## config.mk

```make
export PLATFORM = sky130hd
export DESIGN_NAME = sha_message_padder
export DESIGN_NICKNAME = d
export VERILOG_FILES = /design/src/design/smp_pkg.sv /design/src/design/sha_message_padder.sv /design/src/design/smp_ctrl.sv /design/src/design/smp_datapath.sv
export SDC_FILE = /design/constraint.sdc
export NUM_CORES = 1
export LEC_CHECK = 0
export BUFFER_PORTS_ARGS = -buffer_cell sky130_fd_sc_hd__buf_2
export CELL_PAD_IN_SITES_DETAIL_PLACEMENT = 0
export CELL_PAD_IN_SITES_GLOBAL_PLACEMENT = 2
export CORE_ASPECT_RATIO = 1.75
export CORE_UTILIZATION = 45
export DETAILED_ROUTE_END_ITERATION = 16
export PLACE_DENSITY = 0.87
export SYNTH_ARGS = -nofsm -noshare
export SYNTH_HDL_FRONTEND = slang
export SYNTH_SLANG_ARGS = --single-unit
```

## constraint.sdc

```tcl
create_clock -name clk -period 8.98 [get_ports clk]
set_input_delay 2.694 -clock clk [delete_from_list [all_inputs] [get_ports clk]]
set_output_delay 2.694 -clock clk [all_outputs]
set_load 0.005 [all_outputs]
```

## src/design/smp_pkg.sv

```systemverilog
`timescale 1ns / 1ps

package smp_pkg;

  localparam int SMALL_BLOCK_BYTES = 64;
  localparam int LEN_FIELD_SMALL   = 8;
  localparam int LEN_FIELD_LARGE   = 16;
  localparam int WORD_INDEX_W      = 5;
  localparam logic [7:0] PAD_MARK  = 8'h80;

  typedef enum logic [1:0] {
    ST_IDLE,
    ST_READ,
    ST_SEND
  } ctrl_state_t;

  // What a block being emitted is made of.
  typedef enum logic [1:0] {
    KIND_DATA,   // a full block of message bytes
    KIND_PAD,    // message tail, pad mark and zeros, no room for the length
    KIND_FINAL,  // message tail, pad mark, zeros and the length
    KIND_TAIL    // zeros and the length, after a KIND_PAD block
  } blk_kind_t;

  typedef struct packed {
    blk_kind_t kind;
    logic      accept_byte;
    logic      accept_finish;
    logic      rd_en;
    logic      load;
  } dp_cmd_t;

  typedef struct packed {
    logic blk_full;
    logic need_extra;
    logic out_free;
    logic last_word;
  } dp_status_t;

endpackage

```

## src/design/sha_message_padder.sv

```systemverilog
`timescale 1ns / 1ps

// SHA message padder. A message byte is taken whenever the padder is idle.
// The byte that completes a block, and every finish request, then holds off
// the input while the block goes out of the word buffer's single read port at
// one word per cycle when the output is not stalled. A finish that needs an
// extra block takes two such passes. The buffer is not cleared after reset;
// padding zeros, the 0x80 mark and the bit length are inserted as words are
// read out. hash_mode may be written whenever no block is being sent.
module sha_message_padder #(
  parameter int MAX_BLOCK_BYTES = 128
) (
  input  logic                              clk,
  input  logic                              rst,
  input  logic                              cfg_valid,
  output logic                              cfg_ready,
  input  logic [2:0]                        hash_mode,
  input  logic                              in_valid,
  output logic                              in_stall,
  input  logic                              req_type,
  input  logic [7:0]                        data_byte,
  output logic                              out_valid,
  input  logic                              out_stall,
  output logic [31:0]                       block_word,
  output logic [smp_pkg::WORD_INDEX_W-1:0]  word_index,
  output logic                              init_block,
  output logic                              block_end,
  output logic                              run_end
);
  import smp_pkg::*;

  dp_cmd_t    cmd;
  dp_status_t status;

  assign cfg_ready = 1'b1;

  smp_ctrl u_ctrl (
    .clk      (clk),
    .rst      (rst),
    .in_valid (in_valid),
    .req_type (req_type),
    .status   (status),
    .in_stall (in_stall),
    .cmd      (cmd)
  );

  smp_datapath #(
    .MAX_BLOCK_BYTES (MAX_BLOCK_BYTES)
  ) u_datapath (
    .clk         (clk),
    .rst         (rst),
    .cmd         (cmd),
    .status      (status),
    .cfg_valid   (cfg_valid),
    .hash_mode   (hash_mode),
    .data_byte   (data_byte),
    .out_stall   (out_stall),
    .out_valid   (out_valid),
    .block_word  (block_word),
    .word_index  (word_index),
    .init_block  (init_block),
    .block_end   (block_end),
    .run_end     (run_end)
  );

endmodule

```

## src/design/smp_ctrl.sv

```systemverilog
`timescale 1ns / 1ps

module smp_ctrl (
  input  logic              clk,
  input  logic              rst,
  input  logic              in_valid,
  input  logic              req_type,
  input  smp_pkg::dp_status_t status,
  output logic              in_stall,
  output smp_pkg::dp_cmd_t  cmd
);
  import smp_pkg::*;

  ctrl_state_t state, state_next;
  blk_kind_t   kind, kind_next;

  always_ff @(posedge clk) begin
    if (rst) begin
      state <= ST_IDLE;
      kind  <= KIND_DATA;
    end else begin
      state <= state_next;
      kind  <= kind_next;
    end
  end

  always_comb begin
    state_next = state;
    kind_next  = kind;
    case (state)
      ST_IDLE: begin
        if (in_valid) begin
          if (req_type) begin
            state_next = ST_READ;
            kind_next  = status.need_extra ? KIND_PAD : KIND_FINAL;
          end else if (status.blk_full) begin
            state_next = ST_READ;
            kind_next  = KIND_DATA;
          end
        end
      end
      ST_READ: begin
        state_next = ST_SEND;
      end
      ST_SEND: begin
        if (status.out_free && status.last_word) begin
          if (kind == KIND_PAD) begin
            state_next = ST_READ;
            kind_next  = KIND_TAIL;
          end else begin
            state_next = ST_IDLE;
          end
        end
      end
      default: begin
        state_next = ST_IDLE;
      end
    endcase
  end

  always_comb begin
    in_stall          = 1'b1;
    cmd.kind          = kind;
    cmd.accept_byte   = 1'b0;
    cmd.accept_finish = 1'b0;
    cmd.rd_en         = 1'b0;
    cmd.load          = 1'b0;
    case (state)
      ST_IDLE: begin
        in_stall          = 1'b0;
        cmd.accept_byte   = in_valid & ~req_type;
        cmd.accept_finish = in_valid & req_type;
      end
      ST_READ: begin
        cmd.rd_en = 1'b1;
      end
      ST_SEND: begin
        cmd.load = status.out_free;
      end
      default: begin
        in_stall = 1'b1;
      end
    endcase
  end

endmodule

```

## src/design/smp_datapath.sv

```systemverilog
`timescale 1ns / 1ps

module smp_datapath #(
  parameter int MAX_BLOCK_BYTES = 128
) (
  input  logic                              clk,
  input  logic                              rst,
  input  smp_pkg::dp_cmd_t                  cmd,
  output smp_pkg::dp_status_t               status,
  input  logic                              cfg_valid,
  input  logic [2:0]                        hash_mode,
  input  logic [7:0]                        data_byte,
  input  logic                              out_stall,
  output logic                              out_valid,
  output logic [31:0]                       block_word,
  output logic [smp_pkg::WORD_INDEX_W-1:0]  word_index,
  output logic                              init_block,
  output logic                              block_end,
  output logic                              run_end
);
  import smp_pkg::*;

  localparam int WORDS  = MAX_BLOCK_BYTES / 4;
  localparam int WORD_W = $clog2(WORDS);
  localparam int FILL_W = $clog2(MAX_BLOCK_BYTES + 1);

  logic [2:0]           mode;
  logic [FILL_W-1:0]    fill;
  logic [63:0]          byte_total;
  logic                 first_pending;
  logic [WORD_W-1:0]    word_cnt;
  logic [3:0][7:0]      mem [WORDS];
  logic [3:0][7:0]      rdata;

  logic                 wide_mode;
  logic [FILL_W-1:0]    bsize;
  logic [FILL_W-1:0]    fill_eff;
  logic [FILL_W:0]      fill_inc;
  logic [FILL_W+1:0]    need_len;
  logic [FILL_W+1:0]    len_size;
  logic [WORD_W-1:0]    last_idx;
  logic                 last_word;
  logic                 rd_go;
  logic [WORD_W-1:0]    rd_addr;
  logic [WORD_W-1:0]    wr_word;
  logic [1:0]           wr_lane;
  logic [63:0]          bit_count;
  logic [3:0][7:0]      fmt;
  logic [FILL_W:0]      pos;
  logic                 has_len;

  // Modes 4 to 7 use the large block; that is exactly the top mode bit.
  assign wide_mode = mode[2];
  assign bsize    = wide_mode ? FILL_W'(MAX_BLOCK_BYTES) : FILL_W'(SMALL_BLOCK_BYTES);
  // A fill left over from a larger mode is dropped.
  assign fill_eff = (fill >= bsize) ? '0 : fill;
  assign fill_inc = {1'b0, fill_eff} + 1'b1;
  assign len_size = wide_mode ? (FILL_W+2)'(LEN_FIELD_LARGE) : (FILL_W+2)'(LEN_FIELD_SMALL);
  assign need_len = {1'b0, fill_inc} + len_size;
  assign last_idx = wide_mode ? WORD_W'(WORDS - 1) : WORD_W'(SMALL_BLOCK_BYTES / 4 - 1);
  assign last_word = (word_cnt == last_idx);
  assign bit_count = {byte_total[60:0], 3'b000};
  assign has_len   = (cmd.kind == KIND_FINAL) || (cmd.kind == KIND_TAIL);

  assign status.blk_full   = (fill_inc == {1'b0, bsize});
  assign status.need_extra = (need_len > {2'b00, bsize});
  assign status.out_free   = ~out_valid | ~out_stall;
  assign status.last_word  = last_word;

  assign wr_word = fill_eff[WORD_W+1:2];
  assign wr_lane = fill_eff[1:0];
  assign rd_go   = cmd.rd_en | (cmd.load & ~last_word);
  assign rd_addr = cmd.load ? word_cnt + 1'b1 : word_cnt;

  // Block buffer: one byte written per message byte, one word read per cycle while the output is not stalled.
  always_ff @(posedge clk) begin
    if (cmd.accept_byte) begin
      mem[wr_word][~wr_lane] <= data_byte;
    end
    if (rd_go) begin
      rdata <= mem[rd_addr];
    end
  end

  // Padding is applied on the way out, so the buffer never needs clearing.
  always_comb begin
    pos = '0;
    for (int l = 0; l < 4; l++) begin
      pos = (FILL_W+1)'({word_cnt, l[1:0]});
      case (cmd.kind)
        KIND_DATA: begin
          fmt[3-l] = rdata[3-l];
        end
        KIND_PAD, KIND_FINAL: begin
          if (pos < {1'b0, fill}) begin
            fmt[3-l] = rdata[3-l];
          end else if (pos == {1'b0, fill}) begin
            fmt[3-l] = PAD_MARK;
          end else begin
            fmt[3-l] = 8'h00;
          end
        end
        default: begin
          fmt[3-l] = 8'h00;
        end
      endcase
    end
    if (has_len) begin
      if (word_cnt == last_idx - 1'b1) begin
        fmt = bit_count[63:32];
      end else if (last_word) begin
        fmt = bit_count[31:0];
      end
    end
  end

  always_ff @(posedge clk) begin
    if (rst) begin
      mode          <= '0;
      fill          <= '0;
      byte_total    <= '0;
      first_pending <= 1'b1;
      word_cnt      <= '0;
      out_valid     <= 1'b0;
    end else begin
      if (cfg_valid) begin
        mode <= hash_mode;
      end
      if (cmd.accept_byte) begin
        byte_total <= byte_total + 64'd1;
        fill       <= status.blk_full ? '0 : fill_inc[FILL_W-1:0];
      end
      if (cmd.accept_finish) begin
        fill <= fill_eff;
      end
      if (cmd.load) begin
        if (last_word) begin
          word_cnt      <= '0;
          // The final block of a message arms the flag for the next message.
          first_pending <= has_len;
          if (has_len) begin
            fill       <= '0;
            byte_total <= '0;
          end
        end else begin
          word_cnt <= word_cnt + 1'b1;
        end
      end
      if (cmd.load) begin
        out_valid <= 1'b1;
      end else if (~out_stall) begin
        out_valid <= 1'b0;
      end
    end
  end

  always_ff @(posedge clk) begin
    if (cmd.load) begin
      block_word  <= fmt;
      word_index  <= WORD_INDEX_W'(word_cnt);
      init_block  <= first_pending;
      block_end   <= last_word;
      run_end     <= last_word & (cmd.kind != KIND_PAD);
    end
  end

endmodule

```

Word level (Yosys, flattened, before mapping)
Memories as Yosys holds them, arrays and structs flattened. A register that Yosys moved wholly into a read port is not among the register bits.
Index checks and enable logic that the tools add are counted.
{ "word_totals": {"elab_cells": 120, "ram_bits": 1024, "latchBits": 0, "romBits": 0, "regBits": 126, "out_inout_bits": 43, "input_bits": 17, "memories": 1} }
{ "op_classes": {"n_reduce_logical": 10, "n_bitwise": 11, "mul": 0, "addsub": 5, "div": 0, "shifts": 0, "magnitude_cmp": 8, "n_mux": 54, "n_eq_ne": 18} }
{ "memory_table": {"columns": ["name", "depth", "width", "read_ports", "rd_clocked_by_memory_dff", "write_ports", "line", "rtl"], "rows": [
  ["u_datapath.mem", 32, 32, 1, 1, 1, "smp_datapath.sv:32", "logic [3:0][7:0] mem [WORDS];"]
]} }
{ "op_table": {"columns": ["operator", "n"], "rows": [
  ["$mux W64", 4],
  ["$mux W8", 17],
  ["$mux W32", 4],
  ["$add A64 B1 Y64 const B", 1],
  ["$pmux W8 S2", 4],
  ["$eq A7 B8 Y1", 4],
  ["$lt A7 B8 Y1", 4],
  ["$mux W2", 11],
  ["$mux W5", 4],
  ["$demux W8 S2", 1],
  ["$add A9 B10 Y10", 1],
  ["$eq A5 B5 Y1", 2],
  ["$gt A10 B8 Y1", 1],
  ["$add A8 B1 Y9 const B", 1],
  ["$eq A9 B8 Y1", 1],
  ["$ge A8 B8 Y1", 1],
  ["$ne A2 B1 Y1 const B", 4],
  ["$mux W1", 7],
  ["$eq A2 B2 Y1 const B", 3],
  ["$pmux W2 S3", 1],
  ["$add A5 B1 Y5 const B", 1],
  ["$reduce_and A5 Y1", 1],
  ["$sub A5 B1 Y5 const B", 1],
  ["$and A1 B1 Y1", 4],
  ["other kinds (16)", 23]
]} }

Logic depth before layout (Yosys ltp)
{ "depth": {"depth_word": 11, "mapped_depth": 19, "depth_no_buf": 18} }

Cells and area by module
A second synthesis with hierarchy kept.
{ "hier_totals": {"cells_unflattened": 2681, "area_unflattened_um2": 46832.4} }
{ "modules_own_cells": {"columns": ["module", "area_per_inst_um2", "seq_area_each_um2", "cells_per_inst", "n_inst"], "rows": [
  ["smp_datapath", 46588.4, 34453.0, 2653, 1],
  ["smp_ctrl", 232.7, 80.1, 26, 1],
  ["sha_message_padder", 11.3, 0.0, 2, 1]
]} }

Worst setup path after synthesis
No wires, ideal clock.
{ "synth_timing": {"path_kind": "input to register", "startpoint": "in out_stall", "endpoint": "reg u_datapath.rdata[0] (netlist name) (read register of u_datapath.mem) (enable)", "arrival_time_ns": 5.864, "setup_time_ns": 0.466, "stages": 6, "setup_slack_ns": 2.650, "n_path_buf": 3, "path_cell_list": "nand2_1 nand2_2 buf_4 buf_2 clkbuf_1 o21ai_0"} }
{ "synth_between": {"elab_chain_cells": 5, "word_cells_on_any_way": 6, "cone_classes": "mux (2); bitwise (4)"} }
{ "synth_lines": {"columns": ["element", "line", "rtl"], "rows": [
  ["from (decl)", "sha_message_padder.sv:23", "input logic out_stall,"],
  ["$not A1 Y1", "smp_datapath.sv:67", "assign status.out_free = ~out_valid | ~out_stall;"],
  ["$or A1 B1 Y1", "smp_datapath.sv:67", null],
  ["$mux W1", "smp_ctrl.sv:68", "case (state)"],
  ["$and A1 B1 Y1", "smp_datapath.sv:72", "assign rd_go = cmd.rd_en | (cmd.load & ~last_word);"],
  ["$or A1 B1 Y1", "smp_datapath.sv:72", null],
  ["via u_datapath.rd_go", "smp_datapath.sv:43", "logic rd_go;"],
  ["to (decl)", "smp_datapath.sv:33", "logic [3:0][7:0] rdata;"]
]} }
The timed path passes the listed nets, and every way through them passes these cells.
A chain may end at the register's enable or synchronous reset.

Worst setup path in the final report
{ "layout_timing": {"startpoint": "in out_stall", "endpoint": "reg u_datapath.rdata[27] (netlist name) (read register of u_datapath.mem), data pin"} }
{ "layout_between": {"elab_chain_cells": 5, "word_cells_on_any_way": 6, "cone_classes": "mux (2); bitwise (4)"} }
{ "layout_lines": {"columns": ["element", "line"], "rows": [
  ["$not A1 Y1 (*)", "smp_datapath.sv:67"],
  ["$or A1 B1 Y1 (*)", "smp_datapath.sv:67"],
  ["$mux W1 (*)", "smp_ctrl.sv:68"],
  ["$and A1 B1 Y1", "smp_datapath.sv:72"],
  ["$or A1 B1 Y1", "smp_datapath.sv:72"]
]} }
Every way passes the cells marked *; elsewhere a longest branch is shown, timed or not.

==> summary.txt <==
Pwr
  – Total power: 11.30 mW
  – Max IR drop VDD: 0.0001378 V
  – Leak: 20.59 nW
  – Pwr/cell area: 187.2 mW/mm^2

Clocking
  – Hold-fix buffers at CTS: 0
  – TritonCTS Buffers: 100
  – Worst-skew pair later-pin latency: 730 ps
  – Setup bufs post-CTS: 0
  – Clk buf depth: 3
  – CTS sink count: 1177
  – Clock Pin Slew Worst Setup and Hold Paths: 70 ps
  – CTS tree: done
  – Post-cts sizing count: 0
  – Clock root cell: clkbuf_16
  – Htree depth: 3

Place
  – Worst Setup Slack post-DPL: 2027 ps
  – Gp weighted congestion: 0.8768
  – Hpwl dp: 93230 um
  – I/O Buffers: 56

Yosys
  – Mean Syn Cell Area: 15.32 sq um
  – Synth Instances: 3585
  – Synth top area share: 59.92%
  – Post-synth top flop: edfxtp_1
  – Syn nets: 3625
  – Cell variety after synth: 79
  – Number of synthesized register bits: 1177
  – Cell taking the most area after synthesis: edfxtp_1
  – Sequential share of the synthesized area: 62.87%
  – Mapped Area: 0.05492 sq mm
  – Top cells by area, synth: edfxtp_1, mux2i_1, mux4_2, dfxtp_1, a211oi_1
  – Post-synth EDFFs: 1096
  – Asr flop ratio synth: 0%
  – Ys Warns: 0

Final layout
  – Register Area: 0.03454 sq mm
  – FILL cells: 10070
  – Multi-input logic area: 0.01932 sq mm
  – Area Growth Syn to Fin: 9.869%
  – Share of cells above drive strength 1: 15.43%
  – Fin nets: 3626

Run status
  – Status: finished, final reports clean

Global routing
  – Overflow after GRT: 0
  – First-pass GRT wire length: 208300 um
  – GRT Util Overall: 22.91%
  – Largest net degree at the start of global routing: 153
  – Antenna violations before repair: 1
  – Number of global-route vias before repair: 32490

Timing
  – Final TNS setup: 0 ps
  – Tightest Pin Transition: 1388 ps
  – Post-route minimum period: 6291 ps
  – Max Slew Vio Count: 0
  – Slew margin rel.: 7.434%
  – WHS: 458.4 ps
  – Final setup margin: 2689 ps
  – # setup viols final: 0
  – Max Freq: 0.1590 GHz
  – RSZ-0062 raised after global routing: no
  – Final Hold Viols: 0
  – Fin crit share: 70.05%
  – Setup Skew: 34.86 ps

Route
  – Wirelength per Cell: 26.66 um
  – Avg Vias per Cell: 5.981
  – Via count: 31670
  – Post-DRT Antenna Nets: 0
  – Initial DRC Count: 2585
  – Initial DRT Pass Iterations: 5
  – Final WL: 141100 um
  – DRC: 0

Floorplan
  – Initial Utilization: 45.33%
  – Core area: 0.1212 sq mm
  – Die H: 464.2 um
  – Ports: 60
  – Die area: 0.1235 sq mm
  – Num rows: 169
  – Die Wd: 266.1 um

Worst setup path
  – Crit. End Element: flop
  – Crit path kind: primary input to flop
  – Slowest CP cell: a311oi_4
  – Crit start category: primary input
  – Arrival time worst endpoint: 6730 ps
  – CP required: 9420 ps
  – Worst-path cell chain: buf_2 > nand2_1 > nand2_8 > inv_8 > a311oi_4 > buf_12 > nor2_1 > nor4_1 > a21oi_1
  – Slowest stage delay, CP: 1070 ps
  – WP buf/inv: 3
  – Delay-heaviest family, CP: simple AND/OR/NAND/NOR gates
  – Worst-path fanout max: 86

Hold path
  – Hold crit path type: flop to flop

Job
  – Max cap viols: 0
==> layout by cell type (no fill, tap or decap), types with 20 or more instances in the layout <==
| cell | Yosys | final |
|---|---|---|
| dfxtp_1 | 81 | 80 |
| buf_2 | 58 | 48 |
| mux4_2 | 221 | 221 |
| buf_4 | 5 | 97 |
| nor2b_1 | 75 | 75 |
| a21o_1 | 21 | 21 |
| a211oi_1 | 163 | 163 |
| clkinv_2 | 0 | 20 |
| nand4_1 | 20 | 20 |
| o22ai_1 | 38 | 38 |
| nor3_1 | 54 | 53 |
| nor2_1 | 251 | 250 |
| ha_1 | 22 | 21 |
| a21oi_1 | 106 | 106 |
| o21ai_0 | 70 | 69 |
| clkbuf_16 | 0 | 102 |
| nor4_1 | 48 | 48 |
| mux2i_1 | 704 | 703 |
| edfxtp_1 | 1096 | 1096 |
| xnor2_1 | 43 | 42 |
| inv_1 | 34 | 33 |
| nand3_1 | 37 | 36 |
| nand2_1 | 78 | 78 |
==> per-stage QoR <==
step,std cells,util [%],cell area (sq um)
finish,5294,49.80,60340
global placement,5108,47.15,57120
floorplan,3585,-,54920
detailed placement,5108,47.15,57120
global route,5294,49.80,60340
CTS,5293,49.80,60340
==> cell usage after synthesis (54+ instances only) <==
cell,n
o21ai_0,70
mux2i_1,704
buf_2,58
dfxtp_1,81
nor2_1,251
clkbuf_1,165
edfxtp_1,1096
nand2_1,78
nor2b_1,75
a21oi_1,106
mux4_2,221
a211oi_1,163
nor3_1,54
==> area by class of cell <==
cell class	instances	share of cell area, %
antenna	1	0.004147
clock buffer	120	4.392
clock inverter	65	0.9393
inverter	36	0.2447
multi-input combinational	2120	32.02
sequential	1177	57.23
tap	1624	3.367
timing repair buffer	151	1.804
==> kinds of logic (layout without fill, tap and decap cells) <==
group | after synthesis | count (layout) | share of synthesized area (%)
buf+inv | 288 | 372 | 2.189
flops | 1177 | 1177 | 62.87
simple gates | 651 | 651 | 5.996
compound gates | 462 | 462 | 5.540
fa+ha+maj | 23 | 23 | 0.5376
mux | 925 | 925 | 21.89
xor+xnor | 58 | 58 | 0.9636
other cells | 1 | 2 | 0.006828
==> power by group <==
| group | internal [mW] | switching (mW) | total [mW] |
|---|---|---|---|
| Sequential | 6.02 | 0.0236 | 6.04 |
| Clock | 2.32 | 2.01 | 4.33 |
| Combinational | 0.392 | 0.533 | 0.924 |
==> final timing paths <==
check,cells after the start,startpoint,to,slack [ps]
setup / recovery,9,out_stall,u_datapath.rdata[27],2690
hold / removal,0,u_datapath.first_pending,u_datapath.init_block,460
setup reg to reg,9,u_datapath.word_cnt[0],u_datapath.rdata[20],4060
hold reg to reg,0,u_datapath.first_pending,u_datapath.init_block,460
==> metal layers <==
layer | routed length [um] | track usage (%) | share of wire [%] | vias up
li1 | - | - | - | 14230
met1 | 50590 | 24.86 | 36 | 16330
met2 | 76970 | 42.83 | 55 | 836
met3 | 6238 | 3.349 | 4.4 | 265
met4 | 7349 | 11.46 | 5.2 | 0
met5 | 0 | 0 | 0 | -
==> sequential cells by signal, summed over array words and instances (netlist names), 2 cells and up <==
register / flops
u_datapath.block_word: 32
u_datapath.byte_total: 61
u_datapath.fill: 8
u_datapath.word_cnt: 5
u_ctrl.state: 2
u_datapath.word_index: 5
u_datapath.mem: 1024
u_datapath.rdata: 32
u_ctrl.kind: 2
No activity file was read; power rests on OpenSTA's default activity.
